[src/hw/rtl/itfr_pkg.sv]
// itfr_pkg: constants, types and opcodes of the interpolation table
// no dependencies
`default_nettype none
package itfr_pkg;
   localparam int TABLE_DEPTH = 512;
   localparam int IDX_W = $clog2(TABLE_DEPTH);
   localparam int CNT_W = 10;
   localparam int DATA_W = 32;

   typedef enum logic [1:0] {
      OP_WRITE = 2'd0,
      OP_FWD   = 2'd1,
      OP_REV   = 2'd2,
      OP_NONE  = 2'd3
   } opcode_type;

   typedef enum logic [1:0] {
      ST_OK      = 2'd0,
      ST_EMPTY   = 2'd1,
      ST_NOMATCH = 2'd2,
      ST_RANGE   = 2'd3
   } status_type;

   localparam logic [0:0] CSR_ENTRIES = 1'b0;
   localparam logic [0:0] CSR_STEP    = 1'b1;

   typedef struct packed {
      logic        start;
      logic [63:0] dividend;
      logic [31:0] divisor;
   } div_req_type;
endpackage
`default_nettype wire

[src/hw/rtl/itfr_div.sv]
// itfr_div: unsigned 64 by 32 restoring divider, one quotient bit per cycle
// depends on itfr_pkg
`default_nettype none
module itfr_div (
   input  wire logic                clock,
   input  wire logic                reset,
   input  wire itfr_pkg::div_req_type req,
   output logic                     done,
   output logic [31:0]              quotient
);
   import itfr_pkg::*;

   logic [63:0] num_ff, num_in;
   logic [31:0] rem_ff, rem_in;
   logic [31:0] den_ff;
   logic [6:0]  cnt_ff, cnt_in;
   logic        busy_ff, busy_in;
   logic        done_ff, done_in;
   logic [32:0] trial;
   logic [32:0] diff;

   assign trial = {rem_ff, num_ff[63]};
   assign diff  = trial - {1'b0, den_ff};

   always_comb begin
      num_in  = num_ff;
      rem_in  = rem_ff;
      cnt_in  = cnt_ff;
      busy_in = busy_ff;
      done_in = 1'b0;
      if (req.start) begin
         num_in  = req.dividend;
         rem_in  = '0;
         cnt_in  = 7'd64;
         busy_in = 1'b1;
      end else if (busy_ff) begin
         // remainder stays below the divisor, so it fits 32 bits
         if (!diff[32]) begin
            rem_in = diff[31:0];
            num_in = {num_ff[62:0], 1'b1};
         end else begin
            rem_in = trial[31:0];
            num_in = {num_ff[62:0], 1'b0};
         end
         cnt_in = cnt_ff - 7'd1;
         if (cnt_ff == 7'd1) begin
            busy_in = 1'b0;
            done_in = 1'b1;
         end
      end
   end

   always_ff @(posedge clock) begin
      if (reset) begin
         busy_ff <= 1'b0;
         done_ff <= 1'b0;
         cnt_ff  <= '0;
      end else begin
         busy_ff <= busy_in;
         done_ff <= done_in;
         cnt_ff  <= cnt_in;
      end
      num_ff <= num_in;
      rem_ff <= rem_in;
      if (req.start) begin
         den_ff <= req.divisor;
      end
   end

   // quotient fits 32 bits since q-a0 <= a1-a0
   assign done     = done_ff;
   assign quotient = num_ff[31:0];
endmodule
`default_nettype wire

[config.mk]
export PLATFORM = sky130hd
export DESIGN_NAME = itfr_div
export DESIGN_NICKNAME = d
export VERILOG_FILES = /design/src/hw/rtl/itfr_pkg.sv /design/src/hw/rtl/itfr_div.sv
export SDC_FILE = /design/constraint.sdc
export NUM_CORES = 1
export LEC_CHECK = 0
export ABC_AREA = 1
export BUFFER_PORTS_ARGS = -buffer_cell sky130_fd_sc_hd__buf_4
export CAP_MARGIN = 20
export CORE_MARGIN = 2
export CORE_UTILIZATION = 30
export CTS_CLUSTER_DIAMETER = 80
export DETAILED_ROUTE_END_ITERATION = 10
export HOLD_SLACK_MARGIN = 0.08
export PLACE_DENSITY = 0.58
export SKIP_CTS_REPAIR_TIMING = 1
export SLEW_MARGIN = 15
export SYNTH_ARGS = -nofsm -noshare
export SYNTH_HDL_FRONTEND = slang
export SYNTH_SLANG_ARGS = --single-unit
[constraint.sdc]
create_clock -name clock -period 2.9 [get_ports clock]
set_input_delay 0.58 -clock clock [delete_from_list [all_inputs] [get_ports clock]]
set_output_delay 0.58 -clock clock [all_outputs]
set_load 0.01 [all_outputs]
# Word-level counts from Yosys, hierarchy flattened
# Cells that the tools add are included.
[totals] elab_cells=24 ff_bits=137
[op_classes] mux=10 reduce_logical=3 n_bitwise=1 add_sub_neg=2 eq_ne=1
[op_table] op="64-bit two-way mux" n=2
[op_table] op="33-bit by 32-bit subtractor with 33-bit output" n=1
[op_table] op="32-bit two-way mux" n=1
[op_table] op="7-bit two-way mux" n=2
[op_table] op="7-bit by 1-bit == test with 1-bit output, second input constant" n=1
[op_table] op="7-bit by 1-bit subtractor with 7-bit output, second input constant" n=1
[op_table] op="1-bit two-way mux" n=5
[op_table] op="3-bit OR reduction" n=1
[op_table] op="2-bit nonzero test" n=1
[op_table] op="2-bit OR reduction" n=1
[op_table] op="1-bit NOT" n=1

# Logic depth before layout (Yosys ltp)
# Gate-level depths: netlist of run 1.
[logic_depth] word_depth=4 ltp_mapped=18 ltp_nobuf=17

# Worst setup path before layout of run 1
# Ideal clock, no wire load.
[synth_path] path_kind="in2reg" start="input port req[96] in the netlist's numbering" end="register num_ff[0] (enable)" t_required_ns=2.482 cell_stages=3 n_path_buf=1 t_arrival_ns=2.117 setup_slack_ns=0.365 path_cell_list="nor2_1 -> clkbuf_1 -> inv_1"
[synth_between] elab_chain_len=1
[synth_rtl] item="from (decl)" line="itfr_div.sv:7" text="input wire itfr_pkg::div_req_type req,"
[synth_rtl] item="2-bit nonzero test (no source line)"
[synth_rtl] item="to (signal assigned)" line="itfr_div.sv:63" text="num_ff <= num_in;"
[synth_rtl] item="to (decl)" line="itfr_div.sv:13" text="logic [63:0] num_ff, num_in;"
# Every way passes these cells.
# A chain may end at the register's enable or synchronous reset.

# Worst setup path after layout of run 1
[layout_path] start="register num_ff[63]" end="register rem_ff[9]"
[layout_between] elab_chain_len=2
[layout_rtl] item="33-bit by 32-bit subtractor with 33-bit output" line="itfr_div.sv:23" text="assign diff = trial - {1'b0, den_ff};"
[layout_rtl] item="32-bit two-way mux" line="itfr_div.sv:38" text="if (!diff[32]) begin"
[layout_rtl] item="to (signal assigned)" line="itfr_div.sv:64" text="rem_ff <= rem_in;"
[layout_rtl] item="to (decl)" line="itfr_div.sv:14" text="logic [31:0] rem_ff, rem_in;"
# Every way passes these cells.

==> results of run 1 <==
-- through the flow --
stage          cells  instance area, um^2  setup WS (ns)  power, mW
2_1_floorplan   1218                 8506         0.3648      2.756
3_3_place_gp    1678                 9708         0.4564      3.005
3_5_place_dp    1678                 9708         0.3570      3.009
4_1_cts         1710                10290         0.3379      5.236
5_1_grt         1710                10290        0.02387      5.402
6_report        1710                10290         0.3710      5.169
-- report_power, final --
group | switching (mW) | internal (mW) | total, mW | leakage (nW)
Sequential | 0.0621 | 2.26 | 2.32 | 1.30
Combinational | 0.364 | 0.273 | 0.637 | 3.88
Clock | 0.988 | 1.22 | 2.21 | 0.280
-- worst reg2reg max path, cell delays in order (launching register included) --
cell	delay, ns
edfxtp_1	0.32
inv_1	0.05
ha_1	0.22
fa_1	0.42
inv_1	0.09
nand2_1	0.05
nand2_1	0.09
nand3_1	0.08
nand2_1	0.12
nand2_1	0.06
nand2_1	0.10
nand2_2	0.09
nand2_2	0.08
nand2_2	0.09
nand2_4	0.30
nand2_1	0.12
nand3_1	0.09
nand2_1	0.05
-- routing by layer --
layer | part of all wire [%] | up-vias
li1 | - | 3854
met1 | 46 | 3262
met2 | 45 | 173
met3 | 7.5 | 15
met4 | 1.2 | 0
met5 | 0 | -
-- Yosys cell counts --
library cell / number / area, um^2
clkinv_1: 1 / 3.750
o21ai_0: 5 / 25.02
nor3_1: 12 / 60.06
inv_1: 217 / 814.5
nand3b_1: 2 / 15.01
clkbuf_1: 20 / 75.07
inv_2: 1 / 3.750
nor3b_1: 1 / 7.510
nor2_1: 59 / 221.5
edfxtp_1: 96 / 2883
nand2_2: 4 / 25.02
xnor2_1: 13 / 113.9
nand3_1: 56 / 280.3
buf_1: 1 / 3.750
fa_1: 1 / 20.02
nor3_2: 1 / 10.01
o21bai_1: 1 / 7.510
a211oi_1: 1 / 7.510
a21o_1: 1 / 7.510
a31oi_1: 1 / 6.260
nand4_1: 6 / 37.54
buf_6: 2 / 22.52
nand2_1: 572 / 2147
ha_1: 34 / 425.4
nor2_2: 1 / 6.260
nand3_2: 1 / 10.01
nand2_4: 1 / 11.26
and2_1: 5 / 31.28
or2_2: 1 / 6.260
a21oi_1: 21 / 105.1
buf_4: 35 / 262.8
or2_1: 1 / 6.260
dfxtp_1: 41 / 820.8
xor2_1: 2 / 17.52
o21ai_1: 1 / 5.000
-- layout make-up --
cell class / instances / area (um^2) / area share, %
timing repair buffer: 140 / 1089 / 10.58
sequential: 137 / 3704 / 36.00
tap: 378 / 473.0 / 4.597
clock buffer: 18 / 429.2 / 4.171
inverter: 219 / 822.0 / 7.990
multi-input combinational: 804 / 3621 / 35.19
clock inverter: 14 / 151.4 / 1.471
-- final timing paths --
check / endpoint / slack, ns / depth (start not counted)
setup / recovery: rem_ff[9]$_SDFFE_PP0P_ / 0.37 / 17
hold / removal: cnt_ff[6]$_SDFFE_PP0P_ / 0.32 / 2
setup reg to reg: rem_ff[9]$_SDFFE_PP0P_ / 0.37 / 17
hold reg to reg: cnt_ff[6]$_SDFFE_PP0P_ / 0.47 / 2
-- state kept, by name (all words and copies together), names as in the netlist --
register  flops
done          1
busy_ff       1
den_ff       32
cnt_ff        7
rem_ff       32
num_ff       64
-- cells by family (layout without fill, tap and decap cells) --
group | after synthesis | in the layout
AND/OR/NAND/NOR | 723 | 723
XOR/XNOR | 15 | 15
flip-flops | 137 | 137
buffers and inverters | 277 | 391
adder cells (fa/ha/maj) | 35 | 35
AO/OA/AOI/OAI | 31 | 31
==> out/metrics.cfg, run 1 <==
[status]
outcome=complete, no violations

[cells_and_area]
drive_gt1_share_pct=13.89
n_fill_cell=2985
final_util_pct=36.93
final_common_cell=nand2_1
area_growth_pct=20.96
nets=1453
layout_common_cells=572 x nand2_1, 215 x inv_1, 137 x buf_4
antenna_cells=0

[global_route]
antenna_found_initial=0
use_met1_pct=19.55
grt_pass1_vias=7101
busiest_layer=met2
overflow=0
grt_use_met3_pct=5.127
grt_max_degree=84
grtUsageMet2_pct=24.97
grt_pass1_wl_um=35690
grtUsageTotal_pct=15.42

[drt]
dr.pass1.iters=4
vias_per_cell=4.271
ant_nets=0
drc=0
num_vias=7304
initialDrtViolationCount=455
wl_per_cell_um=12.73
drt_wl_total_um=21770

[min_path]
hold_class=in -> reg
min-delay-start=reset

[floorplan]
start_util_pct=30.53
dieArea_um2=29710
ios=132
die-width_um=172.4
die_y_um=172.4
rows=61
core_region_area_um2=27860

[setup_path]
path_buf_inv=2
slowest_delay_ns=0.42
cp-end-kind=flip-flop
crit_top_cell=nand2_1
crit_arrival_ns=2.85
cp_cell_sequence=inv_1 -> ha_1 -> fa_1 -> inv_1 -> nand2_1 -> nand2_1 -> nand3_1 -> nand2_1 -> nand2_1 -> nand2_1 -> nand2_2 -> nand2_2 -> nand2_2 -> nand2_4 -> nand2_1 -> nand3_1 -> nand2_1
critPathLaunchType=flip-flop
cp-startpoint=num_ff[63]$_DFFE_PP_
crit_fanout=28
crit_family=simple AND/OR/NAND/NOR gates
cp_data_required_time_ns=3.22
worstSetupPathType=reg -> reg
cp_slowest_cell=fa_1
r2r_start=num_ff[63]$_DFFE_PP_

[synthesis]
ys_ff_latch=137
synth-simple-area-share_pct=33.80
yosysWarnings=0
synth_mux_area_share_pct=0
synthesis.area_um2=8506
synthXorXnorAreaFrac_pct=1.545
synth_top_family_by_area=simple AND/OR/NAND/NOR gates
synthCells=1218
seq_area_frac_synth_pct=43.54
synth_fa_ha_area_share_pct=5.237
syn_avg_cell_area_um2=6.983
synth_compound_gate_area_share_pct=1.927
synthDistinctLibCells=35
syn-num-nets=1352

[cts]
cts_tree=done
clock_latency_ns=0.43
root_buffer=clkbuf_16
clock_sinks=137
ctsLongestPathBuffers=2
clkTransAtPathRegs_ns=0.07
ctsHtreeMaxLevel=4
cts_made_buffers=17

[power_and_ir_drop]
p_per_area_nw_per_um2=502.4
p_leak_nw=5.467
vdd_ir_drop_max_mv=0.3761

[timing]
slew_violations=0
hold_viol=0
hold_slack_ns=0.3183
final.min_clock_period_ns=2.529
period_share_pct=87.21
setup_viol=0
fmax_mhz=395.4
tns_ns=0
rsz0062_at_grt=false
skew_ns=0.01188
worst_pin_slew_ns=0.5100
maxSlewHeadroom_pct=65.95

[run]
drv_cap=0

[placement]
globalplace.congestion=0.8890
port_buffers=131
hpwlAfterDp_um=16180

(Power assumes the default switching activity.)
==> run 2: changes to the inputs <==
--- a/config.mk
+++ b/config.mk
@@ -7,7 +7,7 @@
 export LEC_CHECK = 0
 export ABC_AREA = 1
 export BUFFER_PORTS_ARGS = -buffer_cell sky130_fd_sc_hd__buf_4
-export CAP_MARGIN = 20
+export CORE_ASPECT_RATIO = 1.5
 export CORE_MARGIN = 2
 export CORE_UTILIZATION = 30
 export CTS_CLUSTER_DIAMETER = 80
==> run 2 against run 1 <==
Compared with the run above:
- clock power fell by 2%
- final cell count decreased by 1.9%
- first-iteration DRC count decreased by 31%
- critical endpoint is now rem_ff[20]$_SDFFE_PP0P_
- largest cell class unchanged
- largest power group unchanged
==> out/metrics.cfg, run 2 (synthesis results as in run 1) <==
[placement]
place_ws_ns=0.3304  ; -0.02666 ns
post_dp_cell_area_um2=9656  ; -0.54%
hpwlAfterDp_um=17010  ; +5.1%
port_buffers=131  ; unchanged
globalplace.congestion=0.9864  ; +11%

[cts]
clkTransAtPathRegs_ns=0.06  ; about the same
ctsHtreeMaxLevel=4  ; unchanged
clock_sinks=137  ; unchanged
cts_made_buffers=17  ; unchanged
ctsLongestPathBuffers=2  ; unchanged
root_buffer=clkbuf_16
cts_tree=done
clock_latency_ns=0.44  ; about the same

[floorplan]
rows=75  ; +23%
start_util_pct=30.42  ; -0.12 points
core_region_area_um2=27960  ; +0.38%
die-width_um=141.5  ; -18%
dieArea_um2=29740  ; about the same
die_y_um=210.2  ; +22%
ios=132  ; unchanged

[cells_and_area]
area_growth_pct=20.29
n_fill_cell=3023  ; +1.3%
largest-register=num_ff
postLayoutCellArea_um2=10230  ; -0.56%
drive_gt1_share_pct=13.81  ; -0.075 points
nets=1453  ; unchanged
layout_common_cells=572 x nand2_1, 215 x inv_1, 138 x buf_4
largest_register_ffs=64  ; unchanged
ff_latch_area_um2=3704  ; unchanged
antenna_cells=0  ; unchanged
final_common_cell=nand2_1
top_regs=num_ff: 64 flops, den_ff: 32 flops, rem_ff: 32 flops
multiInputGateArea_um2=3621  ; unchanged
final_util_pct=36.59  ; -0.35 points

[drt]
num_vias=7315  ; +0.15%
vias_per_cell=4.359  ; +2.1%
ant_nets=0  ; unchanged
wl_per_cell_um=13.39  ; +5.1%
initialDrtViolationCount=313  ; -31%
drc=0  ; unchanged
dr.pass1.iters=5  ; +1
drt_wl_total_um=22460  ; +3.2%

[power_and_ir_drop]
p_leak_nw=5.459  ; -0.16%
vdd_ir_drop_max_mv=0.4353  ; +16%
finalPower_mw=5.130  ; -0.76%
p_per_area_nw_per_um2=501.4  ; -0.20%

[setup_path]
cp-end-kind=flip-flop
crit_family=simple AND/OR/NAND/NOR gates
crit_arrival_ns=2.90  ; +0.05 ns
cp_slowest_cell=fa_1
cp_cell_sequence=ha_1 -> fa_1 -> inv_1 -> nand2_1 -> nand2_1 -> nand3_1 -> nand2_1 -> nand2_1 -> nand2_1 -> nand2_2 -> nand2_2 -> nand2_1 -> nand2_2 -> buf_4 -> nand2_1 -> nand3_1 -> nand2_1
worstSetupPathType=reg -> reg
slowest_delay_ns=0.41  ; about the same
crit_top_cell=nand2_1
crit_fanout=21  ; -25%
path_buf_inv=2  ; unchanged
cp_data_required_time_ns=3.24  ; +0.02 ns
critPathLaunchType=flip-flop

[global_route]
busiest_layer=met2
grt_use_met3_pct=4.680  ; -0.45 points
grt_pass1_wl_um=36600  ; +2.6%
antenna_found_initial=0  ; unchanged
grtUsageTotal_pct=15.87  ; +0.45 points
grt_pass1_vias=7410  ; +4.4%
grt_max_degree=80  ; -4.8%
overflow=0  ; unchanged
use_met1_pct=16.33  ; -3.2 points
grtUsageMet2_pct=28.79  ; +3.8 points

[status]
outcome=complete, no violations

[timing]
fmax_mhz=389.7  ; -1.4%
maxSlewHeadroom_pct=65.86  ; -0.087 points
skew_ns=0.007519  ; -0.004357 ns
final.min_clock_period_ns=2.566  ; +0.03698 ns
rsz0062_at_grt=false
slew_violations=0  ; unchanged
hold_viol=0  ; unchanged
period_share_pct=88.48  ; +1.3 points
tns_ns=0  ; unchanged
worst_pin_slew_ns=0.5121  ; +0.002041 ns
worst_slack_ns=0.3340  ; -0.03698 ns
setup_viol=0  ; unchanged

[min_path]
hold_class=in -> reg

[run]
drv_cap=0  ; unchanged

run 2: cell count changes in the layout (fill, tap and decap cells not counted), moves of 2 or more:
cell      delta
clkinv_1     +2
clkinv_2     +3
inv_6        -2
inv_8        -4
run 2: worst paths after layout:
path / slack, ns / cells after the start / end / startpoint
setup / recovery: 0.33 / 17 / rem_ff[20]$_SDFFE_PP0P_ / den_ff[0]$_DFFE_PP_
hold / removal: 0.31 / 2 / busy_ff$_SDFF_PP0_ / reset
setup reg to reg: 0.33 / 17 / rem_ff[20]$_SDFFE_PP0P_ / den_ff[0]$_DFFE_PP_
hold reg to reg: 0.47 / 2 / cnt_ff[6]$_SDFFE_PP0P_ / cnt_ff[6]$_SDFFE_PP0P_
run 2: power by group:
group | internal (mW) | leakage (nW) | total (mW) | switching [mW]
clock network | 1.26 | 0.279 | 2.17 | 0.906
registers | 2.26 | 1.30 | 2.33 | 0.0625
logic | 0.273 | 3.88 | 0.635 | 0.363
total | 3.80 | 5.46 | 5.13 | 1.33
run 2: metrics by stage:
step                hold slack [ns]  instances
global placement             0.4536       1646
finish                       0.3092       1678
floorplan                    0.4424       1218
detailed placement           0.4660       1646
CTS                          0.2817       1678
global route                 0.2925       1678
run 2: area by class of cell:
| type | count | share of cell area [%] |
|---|---|---|
| Sequential cell | 137 | 36.20 |
| Multi-Input combinational cell | 804 | 35.39 |
| Timing Repair Buffer | 140 | 10.52 |
| Inverter | 219 | 8.035 |
| Tap cell | 346 | 4.231 |
| Clock buffer | 17 | 4.158 |
| Clock inverter | 15 | 1.468 |
run 2: layer usage:
metal | up-vias | wire (um)
met1 | 3216 | 8679
li1 | 3860 | -
met2 | 192 | 11490
met4 | 0 | 921
met5 | - | 0
met3 | 47 | 1372
run 2: worst reg2reg max path, delay by kind of cell (launching register included):
| family | cells | cell delay, ns |
|---|---|---|
| AND/OR/NAND/NOR | 13 | 1.11 |
| adder cells (fa/ha/maj) | 2 | 0.63 |
| flip-flops | 1 | 0.37 |
| buffers and inverters | 2 | 0.37 |
==> run 3: changes to the inputs <==
==> constraint.sdc (replaced) <==
create_clock -name clock -period 2.85 [get_ports clock]
set_input_delay 0.57 -clock clock [delete_from_list [all_inputs] [get_ports clock]]
set_output_delay 0.57 -clock clock [all_outputs]
set_load 0.01 [all_outputs]
==> run 3 against run 2 <==
Compared with the run above:
- final area increased by 0.40%
- register-to-register slack got worse by 0.05 ns
- utilization grew 0.15 points
- combinational power increased by 2%
- clock skew is 0.00074 ns higher
- routed wire length shrank 0.62%
==> out/metrics.cfg, run 3 (synthesis results as in run 1) <==
[power_and_ir_drop]
seqPwrFrac_pct=44.0  ; -1.3 points
p_clk_share_pct=44.0  ; +1.7 points
pwr-share-comb_pct=12.0  ; -0.4 points
vdd_ir_drop_max_mv=0.4074  ; -6.4%
finalPower_mw=5.376  ; +4.8%
p_leak_nw=5.472  ; +0.24%
switchingPower_mw=1.396  ; +4.9%
p_int_mw=3.980  ; +4.8%
power.share.switching_pct=25.97  ; +0.027 points
p_per_area_nw_per_um2=523.3  ; +4.4%

[cts]
clock_latency_ns=0.44  ; about the same
root_buffer=clkbuf_16
cts_tree=done
cts_made_buffers=17  ; unchanged
clock_sinks=137  ; unchanged
ctsLongestPathBuffers=2  ; unchanged
clkTransAtPathRegs_ns=0.06  ; about the same
ctsHtreeMaxLevel=4  ; unchanged

[timing]
worst_pin_slew_ns=0.5249  ; +0.01284 ns
setup_viol=0  ; unchanged
skew_ns=0.008257  ; +0.0007377 ns
final.min_clock_period_ns=2.570  ; +0.004408 ns
period_share_pct=90.19  ; +1.7 points
fmax_mhz=389.0  ; -0.17%
rsz0062_at_grt=false
hold_viol=0  ; unchanged
tns_ns=0  ; unchanged
worst_slack_ns=0.2796  ; -0.05441 ns
maxSlewHeadroom_pct=65.00  ; -0.86 points
slew_violations=0  ; unchanged

[status]
outcome=complete, no violations

[global_route]
grt_pass1_wl_um=36230  ; -1.0%
grt_max_degree=82  ; +2.5%
grt_pass1_vias=7152  ; -3.5%
overflow=0  ; unchanged
grtUsageTotal_pct=15.61  ; -0.26 points
antenna_found_initial=0  ; unchanged

[placement]
hpwlAfterDp_um=17080  ; +0.40%
port_buffers=131  ; unchanged
globalplace.congestion=0.9535  ; -3.3%
place_ws_ns=0.2891  ; -0.04129 ns

[floorplan]
ios=132  ; unchanged
start_util_pct=30.42  ; unchanged
core_region_area_um2=27960  ; unchanged
die_y_um=210.2  ; unchanged
dieArea_um2=29740  ; unchanged
die-width_um=141.5  ; unchanged
rows=75  ; unchanged

[run]
drv_cap=0  ; unchanged

[drt]
ant_nets=0  ; unchanged
drc=0  ; unchanged
vias_per_cell=4.303  ; -1.3%
num_vias=7220  ; -1.3%
dr.pass1.iters=5  ; unchanged
wl_per_cell_um=13.30  ; -0.62%
drt_wl_total_um=22330  ; -0.62%
initialDrtViolationCount=372  ; +19%

[setup_path]
crit_arrival_ns=2.90  ; about the same
crit_family=simple AND/OR/NAND/NOR gates
path_buf_inv=1  ; -1
crit_fanout=28  ; +33%
cp_cell_sequence=ha_1 -> fa_1 -> inv_1 -> nand2_1 -> nand2_1 -> nand3_1 -> nand2_1 -> nand2_1 -> nand2_1 -> nand2_2 -> nand2_2 -> nand2_2 -> nand2_4 -> nand2_1 -> nand3_1 -> nand2_1
slowest_delay_ns=0.40  ; about the same
critPathLaunchType=flip-flop
rrSetupSlack_ns=0.28  ; -0.05 ns
cp_data_required_time_ns=3.18  ; -0.06 ns
r2r_cells=16  ; -1
worstSetupPathType=reg -> reg
r2r_start=den_ff[0]$_DFFE_PP_
rr_endpoint=rem_ff[20]$_SDFFE_PP0P_
crit_top_cell=nand2_1
cp_slowest_cell=fa_1
cp-end-kind=flip-flop

[cells_and_area]
drive_gt1_share_pct=13.89  ; +0.075 points
top_regs=num_ff: 64 flops, den_ff: 32 flops, rem_ff: 32 flops
layout_common_cells=572 x nand2_1, 215 x inv_1, 138 x buf_4
area_growth_pct=20.77
largest-register=num_ff
final_common_cell=nand2_1
antenna_cells=0  ; unchanged
largest_register_ffs=64  ; unchanged
nets=1453  ; unchanged

[min_path]
hold_class=in -> reg
whs_path_depth=2  ; unchanged
min-delay-start=reset
min_to=busy_ff$_SDFF_PP0_

[run 3: cell types whose count changed in the layout (fill, tap and decap cells not counted)]
cell / previous run / this run
clkinv_4: 3 / 2
clkinv_1: 3 / 1
clkinvlp_4: 2 / 3
clkinv_2: 3 / 0
inv_6: 3 / 4
bufinv_16: 2 / 3
clkbuf_1: 0 / 1
inv_8: 0 / 2
[run 3: routing by layer]
metal | vias to the layer above | GRT usage, % | share of wire (%)
li1 | 3858 | - | -
met3 | 34 | 4.521 | 5.8
met1 | 3158 | 16.61 | 39
met5 | - | 0 | 0
met4 | 0 | 6.862 | 3.0
met2 | 170 | 28.39 | 52
[run 3: metrics by stage]
stage	cell area [um^2]	util, %	cells	hold WS [ns]
floorplan	8506	-	1218	0.4424
global placement	9656	34.53	1646	0.4542
detailed placement	9656	34.53	1646	0.4595
CTS	10270	36.73	1678	0.2815
global route	10270	36.73	1678	0.2934
finish	10270	36.73	1678	0.3023
[run 3: power by group through the flow]
stage	sequential (mW)	clock [mW]	combinational (mW)
global placement	2.40	0	0.654
CTS	2.37	2.43	0.658
finish	2.37	2.36	0.645
detailed placement	2.40	0	0.656
global route	2.38	2.51	0.729
floorplan	2.38	0	0.420
[run 3: final cells by class]
cell class | count | area, um^2
Clock buffer | 18 | 429.2
Multi-Input combinational cell | 804 | 3621
Sequential cell | 137 | 3704
Tap cell | 346 | 432.9
Clock inverter | 14 | 187.7
Inverter | 219 | 822.0
Fill cell | 2990 | 17690
Timing Repair Buffer | 140 | 1076
[run 3: how the worst max path moves through the flow]
stage / slack [ns] / cells past startpoint / from / endpoint
after floorplan: 0.32 / 3 / req[96] / num_ff[0]$_DFFE_PP_
after global placement: 0.37 / 17 / num_ff[63]$_DFFE_PP_ / rem_ff[21]$_SDFFE_PP0P_
after detailed placement: 0.29 / 16 / den_ff[0]$_DFFE_PP_ / rem_ff[20]$_SDFFE_PP0P_
after CTS: 0.28 / 16 / den_ff[0]$_DFFE_PP_ / rem_ff[20]$_SDFFE_PP0P_
after global routing: 0.03 / 17 / num_ff[63]$_DFFE_PP_ / rem_ff[9]$_SDFFE_PP0P_
final: 0.28 / 16 / den_ff[0]$_DFFE_PP_ / rem_ff[20]$_SDFFE_PP0P_
[run 3: worst register-to-register path: stages, from the launching register on]
cell	delay (ns)
edfxtp_1	0.37
ha_1	0.22
fa_1	0.40
inv_1	0.09
nand2_1	0.05
nand2_1	0.10
nand3_1	0.08
nand2_1	0.14
nand2_1	0.07
nand2_1	0.12
nand2_2	0.09
nand2_2	0.08
nand2_2	0.09
nand2_4	0.30
nand2_1	0.13
nand3_1	0.09
nand2_1	0.06
